File: config.mk
export PLATFORM = sky130hd
export DESIGN_NAME = byte_stream_token_lexer_top
export DESIGN_NICKNAME = d
export VERILOG_FILES = /design/src/bstl_pkg.sv /design/src/bstl_front.sv /design/src/bstl_queue.sv /design/src/bstl_back.sv /design/src/bstl_out.sv /design/src/byte_stream_token_lexer_top.sv
export SDC_FILE = /design/constraint.sdc
export NUM_CORES = 2
export LEC_CHECK = 0
export BUFFER_PORTS_ARGS = -buffer_cell sky130_fd_sc_hd__buf_2
export CAP_MARGIN = 20
export CORE_MARGIN = 5
export CORE_UTILIZATION = 62
export CTS_CLUSTER_DIAMETER = 150
export DETAILED_ROUTE_END_ITERATION = 10
export PLACE_DENSITY = 0.8
export SKIP_CTS_REPAIR_TIMING = 1
export SLEW_MARGIN = 20
export SYNTH_ARGS = -nofsm -noshare
export SYNTH_HDL_FRONTEND = slang
export SYNTH_SLANG_ARGS = --single-unit
File: constraint.sdc
create_clock -name clk -period 8.4 [get_ports clk]
set_clock_uncertainty 0.05 [all_clocks]
set_input_delay 1.26 -clock clk [delete_from_list [all_inputs] [get_ports clk]]
set_output_delay 1.26 -clock clk [all_outputs]
set_load 0.05 [all_outputs]
File: src/bstl_pkg.sv
// Shared types, constants and the byte classifier of the token lexer.
// No dependencies; imported by every lexer module.
`default_nettype none

package bstl_pkg;

  localparam int CH_W   = 8;
  localparam int KIND_W = 4;
  localparam int POS_W  = 32;
  localparam int LINE_W = 24;
  localparam int COL_W  = 16;
  localparam int VAL_W  = 64;
  localparam int DIG_W  = 4;

  // Item queue between front and back (power of two depth)
  localparam int QDEPTH = 2;
  localparam int QPTR_W = $clog2(QDEPTH);
  localparam int QCNT_W = QPTR_W + 1;

  // Token queue in front of the output port (power of two depth)
  localparam int ODEPTH = 4;
  localparam int OPTR_W = $clog2(ODEPTH);
  localparam int OCNT_W = OPTR_W + 1;

  // Character codes
  localparam logic [CH_W-1:0] ASC_NUL    = 8'h00;
  localparam logic [CH_W-1:0] ASC_TAB    = 8'h09;
  localparam logic [CH_W-1:0] ASC_LF     = 8'h0A;
  localparam logic [CH_W-1:0] ASC_CR     = 8'h0D;
  localparam logic [CH_W-1:0] ASC_SPACE  = 8'h20;
  localparam logic [CH_W-1:0] ASC_PCT    = 8'h25;
  localparam logic [CH_W-1:0] ASC_AMP    = 8'h26;
  localparam logic [CH_W-1:0] ASC_LPAR   = 8'h28;
  localparam logic [CH_W-1:0] ASC_RPAR   = 8'h29;
  localparam logic [CH_W-1:0] ASC_STAR   = 8'h2A;
  localparam logic [CH_W-1:0] ASC_PLUS   = 8'h2B;
  localparam logic [CH_W-1:0] ASC_COMMA  = 8'h2C;
  localparam logic [CH_W-1:0] ASC_MINUS  = 8'h2D;
  localparam logic [CH_W-1:0] ASC_SLASH  = 8'h2F;
  localparam logic [CH_W-1:0] ASC_ZERO   = 8'h30;
  localparam logic [CH_W-1:0] ASC_NINE   = 8'h39;
  localparam logic [CH_W-1:0] ASC_SEMI   = 8'h3B;
  localparam logic [CH_W-1:0] ASC_EQUAL  = 8'h3D;
  localparam logic [CH_W-1:0] ASC_UP_A   = 8'h41;
  localparam logic [CH_W-1:0] ASC_UP_Z   = 8'h5A;
  localparam logic [CH_W-1:0] ASC_UNDER  = 8'h5F;
  localparam logic [CH_W-1:0] ASC_LOW_A  = 8'h61;
  localparam logic [CH_W-1:0] ASC_LOW_Z  = 8'h7A;
  localparam logic [CH_W-1:0] ASC_BAR    = 8'h7C;

  typedef enum logic [KIND_W-1:0] {
    K_EOF     = 4'd0,
    K_PLUS    = 4'd1,
    K_MINUS   = 4'd2,
    K_STAR    = 4'd3,
    K_SLASH   = 4'd4,
    K_PERCENT = 4'd5,
    K_AMP     = 4'd6,
    K_BAR     = 4'd7,
    K_EQUAL   = 4'd8,
    K_LPAREN  = 4'd9,
    K_RPAREN  = 4'd10,
    K_COMMA   = 4'd11,
    K_SEMI    = 4'd12,
    K_INT     = 4'd13,
    K_IDENT   = 4'd14,
    K_UNKNOWN = 4'd15
  } kind_t;

  typedef enum logic [2:0] {
    CL_WS,
    CL_NL,
    CL_DIGIT,
    CL_ALPHA,
    CL_OP,
    CL_EOF,
    CL_UNKNOWN
  } cls_t;

  typedef enum logic [1:0] {
    MODE_IDLE,
    MODE_INT,
    MODE_IDENT
  } mode_t;

  typedef struct packed {
    cls_t              cls;
    kind_t             op;
    logic [DIG_W-1:0]  digit;
  } item_t;

  typedef struct packed {
    kind_t              kind;
    logic [POS_W-1:0]   start_pos;
    logic [LINE_W-1:0]  start_line;
    logic [COL_W-1:0]   start_col;
    logic [POS_W-1:0]   end_pos;
    logic [LINE_W-1:0]  end_line;
    logic [COL_W-1:0]   end_col;
    logic [VAL_W-1:0]   int_value;
    logic               overflow;
    logic               last;
  } token_t;

  // Up to two tokens written into the output queue per cycle
  typedef struct packed {
    logic [1:0] count;
    token_t     first;
    token_t     second;
  } tok_push_t;

  function automatic item_t classify(input logic [CH_W-1:0] c);
    item_t it;
    it.cls   = CL_UNKNOWN;
    it.op    = K_EOF;
    it.digit = c[DIG_W-1:0];
    unique case (c) inside
      ASC_TAB, ASC_CR, ASC_SPACE:       it.cls = CL_WS;
      ASC_LF:                           it.cls = CL_NL;
      ASC_NUL:                          it.cls = CL_EOF;
      [ASC_ZERO:ASC_NINE]:              it.cls = CL_DIGIT;
      [ASC_UP_A:ASC_UP_Z], [ASC_LOW_A:ASC_LOW_Z], ASC_UNDER:
                                        it.cls = CL_ALPHA;
      ASC_PLUS:  begin it.cls = CL_OP; it.op = K_PLUS;    end
      ASC_MINUS: begin it.cls = CL_OP; it.op = K_MINUS;   end
      ASC_STAR:  begin it.cls = CL_OP; it.op = K_STAR;    end
      ASC_SLASH: begin it.cls = CL_OP; it.op = K_SLASH;   end
      ASC_PCT:   begin it.cls = CL_OP; it.op = K_PERCENT; end
      ASC_AMP:   begin it.cls = CL_OP; it.op = K_AMP;     end
      ASC_BAR:   begin it.cls = CL_OP; it.op = K_BAR;     end
      ASC_EQUAL: begin it.cls = CL_OP; it.op = K_EQUAL;   end
      ASC_LPAR:  begin it.cls = CL_OP; it.op = K_LPAREN;  end
      ASC_RPAR:  begin it.cls = CL_OP; it.op = K_RPAREN;  end
      ASC_COMMA: begin it.cls = CL_OP; it.op = K_COMMA;   end
      ASC_SEMI:  begin it.cls = CL_OP; it.op = K_SEMI;    end
      default:                          it.cls = CL_UNKNOWN;
    endcase
    return it;
  endfunction

endpackage

`default_nettype wire

File: src/bstl_front.sv
// Front end of the lexer: accepts source bytes and classifies them.
// Depends on bstl_pkg; feeds bstl_queue.
`default_nettype none

module bstl_front import bstl_pkg::*; (
  input  logic            ch_valid,
  input  logic [CH_W-1:0] ch,
  output logic            ch_stall,
  input  logic            q_full,
  output logic            push,
  output item_t           push_item
);

  // hold the source while the item queue is full
  assign ch_stall  = q_full;
  assign push      = ch_valid && !q_full;
  assign push_item = classify(ch);

endmodule

`default_nettype wire

File: src/bstl_queue.sv
// Short queue of classified bytes between the lexer front and back.
// Depends on bstl_pkg.
`default_nettype none

module bstl_queue import bstl_pkg::*; (
  input  logic   clk,
  input  logic   rst,
  input  logic   push,
  input  item_t  push_item,
  output logic   full,
  input  logic   pop,
  output logic   empty,
  output item_t  head_item
);

  item_t             slots [QDEPTH];
  logic [QPTR_W-1:0] wr_ptr;
  logic [QPTR_W-1:0] rd_ptr;
  logic [QCNT_W-1:0] count;

  assign full      = (count == QCNT_W'(QDEPTH));
  assign empty     = (count == '0);
  assign head_item = slots[rd_ptr];

  always_ff @(posedge clk) begin
    if (push) begin
      slots[wr_ptr] <= push_item;
    end
  end

  always_ff @(posedge clk) begin
    if (rst) begin
      wr_ptr <= '0;
      rd_ptr <= '0;
      count  <= '0;
    end else begin
      if (push) begin
        wr_ptr <= wr_ptr + QPTR_W'(1);
      end
      if (pop) begin
        rd_ptr <= rd_ptr + QPTR_W'(1);
      end
      count <= count + QCNT_W'(push) - QCNT_W'(pop);
    end
  end

endmodule

`default_nettype wire

File: src/bstl_back.sv
// Back end of the lexer: scanner state, counters and token building.
// Depends on bstl_pkg; drains bstl_queue and fills bstl_out.
`default_nettype none

module bstl_back import bstl_pkg::*; (
  input  logic       clk,
  input  logic       rst,
  input  logic       q_empty,
  input  item_t      head_item,
  output logic       pop,
  input  logic       out_room,
  output tok_push_t  tok_push
);

  mode_t              mode, mode_next;
  logic [POS_W-1:0]   position, position_next;
  logic [LINE_W-1:0]  line_count, line_count_next;
  logic [COL_W-1:0]   column, column_next;
  logic [POS_W-1:0]   tok_start_pos, tok_start_pos_next;
  logic [COL_W-1:0]   tok_start_col, tok_start_col_next;
  logic [VAL_W-1:0]   accumulator, accumulator_next;
  logic               acc_overflow, acc_overflow_next;
  logic               halted, halted_next;

  logic               fire;
  logic               cont;
  logic               pend;
  logic               cur;
  logic [VAL_W+3:0]   acc_wide;
  logic [POS_W-1:0]   pos_inc;
  logic [POS_W-1:0]   epos;
  logic [COL_W-1:0]   col_inc;
  logic [COL_W-1:0]   ecol;
  logic [LINE_W-1:0]  line_inc;
  token_t             pend_tok;
  token_t             cur_tok;

  assign fire = !q_empty && out_room;
  assign pop  = fire;

  // saturating counters
  assign pos_inc  = (&position)   ? position   : position + POS_W'(1);
  assign col_inc  = (&column)     ? column     : column + COL_W'(1);
  assign line_inc = (&line_count) ? line_count : line_count + LINE_W'(1);
  assign epos     = (position != '0) ? position - POS_W'(1) : '0;
  assign ecol     = (column > COL_W'(1)) ? column - COL_W'(1) : COL_W'(1);

  // acc * 10 + digit, with carry bits to flag wrap
  assign acc_wide = {1'b0, accumulator, 3'b000} + {3'b000, accumulator, 1'b0}
                  + {{VAL_W{1'b0}}, head_item.digit};

  assign cont = (mode == MODE_INT && head_item.cls == CL_DIGIT)
             || (mode == MODE_IDENT
                 && (head_item.cls == CL_DIGIT || head_item.cls == CL_ALPHA));
  assign pend = !cont && (mode == MODE_INT || mode == MODE_IDENT);
  assign cur  = !cont && (head_item.cls == CL_OP || head_item.cls == CL_EOF
                          || head_item.cls == CL_UNKNOWN);

  // next state
  always_comb begin
    mode_next          = mode;
    position_next      = position;
    line_count_next    = line_count;
    column_next        = column;
    tok_start_pos_next = tok_start_pos;
    tok_start_col_next = tok_start_col;
    accumulator_next   = accumulator;
    acc_overflow_next  = acc_overflow;
    halted_next        = halted;
    if (fire && !halted) begin
      if (cont) begin
        if (mode == MODE_INT) begin
          accumulator_next = acc_wide[VAL_W-1:0];
          if (|acc_wide[VAL_W+3:VAL_W]) begin
            acc_overflow_next = 1'b1;
          end
        end
        position_next = pos_inc;
        column_next   = col_inc;
      end else begin
        mode_next = MODE_IDLE;
        unique case (head_item.cls)
          CL_NL: begin
            line_count_next = line_inc;
            column_next     = COL_W'(1);
            position_next   = pos_inc;
          end
          CL_WS, CL_OP: begin
            position_next = pos_inc;
            column_next   = col_inc;
          end
          CL_DIGIT: begin
            mode_next          = MODE_INT;
            tok_start_pos_next = position;
            tok_start_col_next = column;
            accumulator_next   = VAL_W'(head_item.digit);
            acc_overflow_next  = 1'b0;
            position_next      = pos_inc;
            column_next        = col_inc;
          end
          CL_ALPHA: begin
            mode_next          = MODE_IDENT;
            tok_start_pos_next = position;
            tok_start_col_next = column;
            position_next      = pos_inc;
            column_next        = col_inc;
          end
          CL_EOF, CL_UNKNOWN: begin
            halted_next = 1'b1;
          end
          default: ;
        endcase
      end
    end
  end

  // token outputs
  always_comb begin
    pend_tok.kind       = (mode == MODE_INT) ? K_INT : K_IDENT;
    pend_tok.start_pos  = tok_start_pos;
    pend_tok.start_line = line_count;
    pend_tok.start_col  = tok_start_col;
    pend_tok.end_pos    = epos;
    pend_tok.end_line   = line_count;
    pend_tok.end_col    = ecol;
    pend_tok.int_value  = (mode == MODE_INT) ? accumulator : '0;
    pend_tok.overflow   = (mode == MODE_INT) && acc_overflow;
    pend_tok.last       = !cur;

    cur_tok.kind        = (head_item.cls == CL_OP)  ? head_item.op :
                          (head_item.cls == CL_EOF) ? K_EOF : K_UNKNOWN;
    cur_tok.start_pos   = position;
    cur_tok.start_line  = line_count;
    cur_tok.start_col   = column;
    cur_tok.end_pos     = position;
    cur_tok.end_line    = line_count;
    cur_tok.end_col     = column;
    cur_tok.int_value   = '0;
    cur_tok.overflow    = 1'b0;
    cur_tok.last        = 1'b1;

    tok_push.count  = 2'd0;
    tok_push.first  = pend ? pend_tok : cur_tok;
    tok_push.second = cur_tok;
    if (fire && !halted) begin
      tok_push.count = 2'(pend) + 2'(cur);
    end
  end

  always_ff @(posedge clk) begin
    if (rst) begin
      mode          <= MODE_IDLE;
      position      <= '0;
      line_count    <= LINE_W'(1);
      column        <= COL_W'(1);
      tok_start_pos <= '0;
      tok_start_col <= COL_W'(1);
      accumulator   <= '0;
      acc_overflow  <= 1'b0;
      halted        <= 1'b0;
    end else begin
      mode          <= mode_next;
      position      <= position_next;
      line_count    <= line_count_next;
      column        <= column_next;
      tok_start_pos <= tok_start_pos_next;
      tok_start_col <= tok_start_col_next;
      accumulator   <= accumulator_next;
      acc_overflow  <= acc_overflow_next;
      halted        <= halted_next;
    end
  end

endmodule

`default_nettype wire

File: src/bstl_out.sv
// Output token queue: takes up to two tokens per cycle, sends one.
// Depends on bstl_pkg; drives the token port of the top level.
`default_nettype none

module bstl_out import bstl_pkg::*; (
  input  logic       clk,
  input  logic       rst,
  input  tok_push_t  tok_push,
  output logic       out_room,
  output logic       tok_valid,
  input  logic       tok_stall,
  output token_t     head_tok
);

  token_t            slots [ODEPTH];
  logic [OPTR_W-1:0] wr_ptr;
  logic [OPTR_W-1:0] wr_ptr_second;
  logic [OPTR_W-1:0] rd_ptr;
  logic [OCNT_W-1:0] count;
  logic              pop;

  assign wr_ptr_second = wr_ptr + OPTR_W'(1);
  assign out_room      = (count <= OCNT_W'(ODEPTH - 2));
  assign tok_valid     = (count != '0);
  assign head_tok      = slots[rd_ptr];
  assign pop           = tok_valid && !tok_stall;

  always_ff @(posedge clk) begin
    if (tok_push.count != 2'd0) begin
      slots[wr_ptr] <= tok_push.first;
    end
    if (tok_push.count == 2'd2) begin
      slots[wr_ptr_second] <= tok_push.second;
    end
  end

  always_ff @(posedge clk) begin
    if (rst) begin
      wr_ptr <= '0;
      rd_ptr <= '0;
      count  <= '0;
    end else begin
      wr_ptr <= wr_ptr + OPTR_W'(tok_push.count);
      if (pop) begin
        rd_ptr <= rd_ptr + OPTR_W'(1);
      end
      count <= count + OCNT_W'(tok_push.count) - OCNT_W'(pop);
    end
  end

endmodule

`default_nettype wire

File: src/byte_stream_token_lexer_top.sv
// Top level of the byte stream token lexer.
// Depends on bstl_pkg, bstl_front, bstl_queue, bstl_back and bstl_out.
//
// Usage:
//   Source bytes arrive on the ch channel (ch_valid / ch_stall), one byte
//   per transfer; a NUL byte marks end of input. Tokens leave on the tok
//   channel (tok_valid / tok_stall), one token per transfer, each with its
//   kind, start and end offsets, line, columns, integer value and overflow.
//   last marks the final token caused by one source byte.
// Order: a byte passes through the byte queue and then the token queue before
//   its tokens reach the tok channel; an integer or identifier that a byte
//   ends comes first, and the byte's own token follows it.
// Throughput: one byte per cycle while the token queue has room, set by the
//   single back-end step per byte; a byte that yields two tokens occupies
//   the token port for two transfers.
// Stall: when tok_stall holds, the back end stops once more than two of the
//   four token queue entries are in use, the two-entry byte queue then fills,
//   and ch_stall rises once that queue is full.
// Reset: rst (synchronous) empties both queues and returns the scanner to
//   line 1, column 1, offset 0. After an end-of-file or unknown-character
//   token the block drops every further byte until reset.
`default_nettype none

module byte_stream_token_lexer_top import bstl_pkg::*; (
  input  logic              clk,
  input  logic              rst,
  input  logic              ch_valid,
  output logic              ch_stall,
  input  logic [CH_W-1:0]   ch,
  output logic              tok_valid,
  input  logic              tok_stall,
  output logic [KIND_W-1:0] kind,
  output logic [POS_W-1:0]  start_pos,
  output logic [LINE_W-1:0] start_line,
  output logic [COL_W-1:0]  start_col,
  output logic [POS_W-1:0]  end_pos,
  output logic [LINE_W-1:0] end_line,
  output logic [COL_W-1:0]  end_col,
  output logic [VAL_W-1:0]  int_value,
  output logic              overflow,
  output logic              last
);

  logic      q_push;
  item_t     q_push_item;
  logic      q_full;
  logic      q_pop;
  logic      q_empty;
  item_t     q_head;
  logic      out_room;
  tok_push_t tok_push;
  token_t    head_tok;

  // classify incoming bytes
  bstl_front u_front (
    .ch_valid  (ch_valid),
    .ch        (ch),
    .ch_stall  (ch_stall),
    .q_full    (q_full),
    .push      (q_push),
    .push_item (q_push_item)
  );

  // decouple front from back
  bstl_queue u_queue (
    .clk       (clk),
    .rst       (rst),
    .push      (q_push),
    .push_item (q_push_item),
    .full      (q_full),
    .pop       (q_pop),
    .empty     (q_empty),
    .head_item (q_head)
  );

  // advance the scanner one byte per cycle while the token queue has room
  bstl_back u_back (
    .clk       (clk),
    .rst       (rst),
    .q_empty   (q_empty),
    .head_item (q_head),
    .pop       (q_pop),
    .out_room  (out_room),
    .tok_push  (tok_push)
  );

  // hold finished tokens until the receiver takes them
  bstl_out u_out (
    .clk       (clk),
    .rst       (rst),
    .tok_push  (tok_push),
    .out_room  (out_room),
    .tok_valid (tok_valid),
    .tok_stall (tok_stall),
    .head_tok  (head_tok)
  );

  assign kind       = head_tok.kind;
  assign start_pos  = head_tok.start_pos;
  assign start_line = head_tok.start_line;
  assign start_col  = head_tok.start_col;
  assign end_pos    = head_tok.end_pos;
  assign end_line   = head_tok.end_line;
  assign end_col    = head_tok.end_col;
  assign int_value  = head_tok.int_value;
  assign overflow   = head_tok.overflow;
  assign last       = head_tok.last;

endmodule

`default_nettype wire

==> qor.yml <==
run_status:
  status: "complete, no violations"
critical_path:
  start_kind: "flop"
  crit_fanout: 110
  critical_path_buf_inv_count: 6
  crit_chain: "nand2_1 > o22ai_1 > inv_1 > nor2_1 > or2_2 > buf_4 > clkinv_1 > buf_4 > ha_1 > o21ai_1 > nor2_4 > nor2_4 > inv_6 > buf_4"
  critPathRequiredTime_ns: 8.64
  arrival_ns: 6.45
  path_class: "reg2reg"
  cp-end-kind: "flop"
  slowest_delay_ns: 0.77
  cp_top_family: "buffers and inverters"
  crit_top_cell: "buf_4"
  crit_slowest_cell: "inv_6"
pwr:
  p_leak_nw: 18.13
  clockPowerShare: 0.312
  power_frac_comb: 0.298
  seqPwrFrac: 0.391
  report.power.total_w: 0.01441
  intPower_w: 0.009192
  vdd_drop_max_v: 0.0002411
  switchingPower_w: 0.005221
  switching_share: 0.3622
  powerDensity_nw_per_um2: 277.1
finish:
  multi_input_area_sq_um: 20780
  layout-drive-gt1-share: 0.1654
  register_area_sq_um: 24890
  syn_to_final_growth_pct: 10.05
  fin_nets: 4168
  fill_cells: 5388
yosys:
  synthTopCellsByArea: "edfxtp_1 (33%), dfxtp_1 (20%), mux4_2 (9.1%), a32o_1 (5.5%), a22o_1 (5.0%)"
  synthAdderAreaFrac: 0.03940
  avgSynthCellArea_sq_um: 11.74
  synth.distinct_cells: 76
  synth-async-reset-ratio: 0
  yosys_warnings: 0
  synthCells: 4026
  dominantRegCellSynth: "edfxtp_1"
  synth-simple-area-share: 0.09434
  synth_nets: 4185
  ys_ff_latch: 984
  synth_top_area_frac: 0.3292
  synth_top_family_by_area: "compound AO/OA/AOI/OAI gates"
  synthMuxAreaShare: 0.09429
  synth_compound_area_frac: 0.1826
  synth_edf_count: 518
  synth_largest_area_cell: "edfxtp_1"
  yosysSeqAreaShare: 0.5266
  synth_xor_area_frac: 0.02521
  syn_area_sq_um: 47250
clocking:
  clkTransAtPathRegs_ns: 0.06
  cts.sink_count: 984
  clkLatencyLatePin_ns: 0.67
  cts_buffers: 99
  cts_root_buf: "clkbuf_16"
  htreeDepth: 3
  cts_tree: "done"
  clk_path_buf_depth: 3
timing:
  rsz0062_at_grt: "false"
  maxSlewHeadroom: 0.2166
  period_share: 0.7394
  setup_tns_ns: 0
  period_minus_slack_ns: 6.211
  drv_slew: 0
  finalHoldViolCount: 0
  fmax_mhz: 161.0
  setup_viol_count_final: 0
  worstMarginPinSlew_ns: 1.175
route:
  wl_um: 125300
  drc_errors: 0
  drt-pass1-iter-count: 8
  routed_via_density: 6.877
  postRouteAntennaNets: 0
  wire_per_inst_um: 24.67
  drt-initial-drc-count: 3610
  routed-via-count: 34915
die:
  start_util: 0.6232
  die-area_sq_um: 81840
  core_area_sq_um: 75820
  placementRows: 101
  die_y_um: 286.1
  num_io_pins: 228
  die_x_um: 286.1
job:
  drv_cap: 0
global_route:
  grt_antenna_before_repair: 9
  grt_usage: 0.2976
  grt_pass1_wl_um: 194500
  grt_max_degree: 199
  grt_overflow: 0
  grt_pass1_vias: 34472
placement:
  portBuffers: 227
  hpwl_um: 73370
  place_congestion: 0.9217
min_path:
  min_path_type: "reg2reg"
==> Yosys cell counts, types with 6 or more instances <==
master / count
a21o_1: 26
nor3_1: 51
clkbuf_1: 324
a22oi_1: 32
o22ai_1: 32
nand2b_1: 14
o21ai_1: 11
mux4_2: 190
or3_1: 25
a31oi_1: 19
a32o_1: 260
mux2i_1: 12
and3_1: 19
nor2b_1: 68
a22o_1: 272
o21bai_1: 16
a21oi_1: 202
nor4_1: 27
nand4_1: 32
or2_2: 6
nor2_1: 206
ha_1: 144
xnor2_1: 68
a211oi_1: 13
nand3_1: 47
nand2_1: 358
and2_1: 58
buf_1: 45
and4_1: 10
o21ai_0: 214
edfxtp_1: 518
o211ai_1: 8
buf_4: 25
xor2_1: 68
inv_1: 45
o21a_1: 10
dfxtp_1: 466
==> stage by stage <==
step           utilization  area [sq um]  setup WS [ns]  hold WS [ns]  instances
2_1_floorplan            -         47250          1.086        0.3866       4026
3_3_place_gp        0.6418         48670          2.484        0.3908       4886
3_5_place_dp        0.6419         48670          2.367        0.3984       4886
4_1_cts             0.6856         51990          2.333        0.4123       5071
5_1_grt             0.6858         52000          1.894        0.4224       5076
6_report            0.6859         52000          2.189        0.4089       5077
==> registers in the layout, indices dropped and copies added, names as in the netlist, 2 cells and up, named ones only <==
signal / flops
u_out.slots: 760
u_back.accumulator: 64
u_back.position: 32
u_back.tok_start_pos: 32
u_back.line_count: 24
u_queue.slots: 22
u_back.column: 16
u_back.tok_start_col: 16
u_out.count: 3
u_back.mode: 2
u_out.rd_ptr: 2
u_out.wr_ptr: 2
u_queue.count: 2
==> cell usage in the layout (no fill, tap or decap), types with 41 or more instances in the layout <==
cell | synthesis | routed
a21oi_1 | 202 | 200
a22o_1 | 272 | 272
a32o_1 | 260 | 260
and2_1 | 58 | 57
buf_2 | 2 | 226
buf_4 | 25 | 49
clkbuf_16 | 0 | 100
dfxtp_1 | 466 | 464
edfxtp_1 | 518 | 518
ha_1 | 144 | 144
inv_1 | 45 | 41
mux4_2 | 190 | 190
nand2_1 | 358 | 358
nand3_1 | 47 | 45
nor2_1 | 206 | 193
nor2b_1 | 68 | 68
nor3_1 | 51 | 46
o21ai_0 | 214 | 213
xnor2_1 | 68 | 68
xor2_1 | 68 | 68
==> logic make-up after synthesis <==
logic type / count (synthesis)
AOI/OAI and AO/OA: 1161
DFF: 984
and+or+nand+nor: 944
buffers and inverters: 447
muxes: 207
adders and majority gates: 147
xor gates and xnor gates: 136
==> layer usage <==
layer | wire length, um | GRT usage | up-vias | share of wire
met1 | 46520 | 0.3799 | 17219 | 0.37
met4 | 5460 | 0.1256 | 4 | 0.044
met5 | 27 | 0 | - | 0.00022
li1 | - | - | 15516 | -
met3 | 10990 | 0.04414 | 333 | 0.088
met2 | 62260 | 0.5113 | 1843 | 0.50
==> power groups by stage <==
stage / clock, W / combinational (W) / sequential [W]
finish: 0.00449 / 0.00429 / 0.00563
global placement: 0 / 0.00426 / 0.00571
global route: 0.00474 / 0.00448 / 0.00566
CTS: 0.00453 / 0.00430 / 0.00563
floorplan: 0 / 0.00330 / 0.00564
detailed placement: 0 / 0.00428 / 0.00573
==> area by class of cell <==
type	instances	share of cell area
Sequential cell	984	0.4786
Timing Repair Buffer	279	0.03019
Multi-Input combinational cell	2595	0.3996
Inverter	50	0.003994
Antenna cell	6	0.0002887
Tap cell	978	0.02353
Clock inverter	49	0.01018
Clock buffer	136	0.05360
==> worst paths after layout <==
check / end / slack [ns] / from / cells past startpoint
worst min-delay path: u_out.slots[2][1] / 0.41 / u_out.slots[2][1] / 1
worst max register to register: u_out.slots[2][74] / 2.19 / flop / 14
worst max-delay path: u_out.slots[2][74] / 2.19 / flop / 14
worst min register to register: u_out.slots[2][1] / 0.41 / u_out.slots[2][1] / 1
Note: power is estimated with default switching activity, not from simulation.
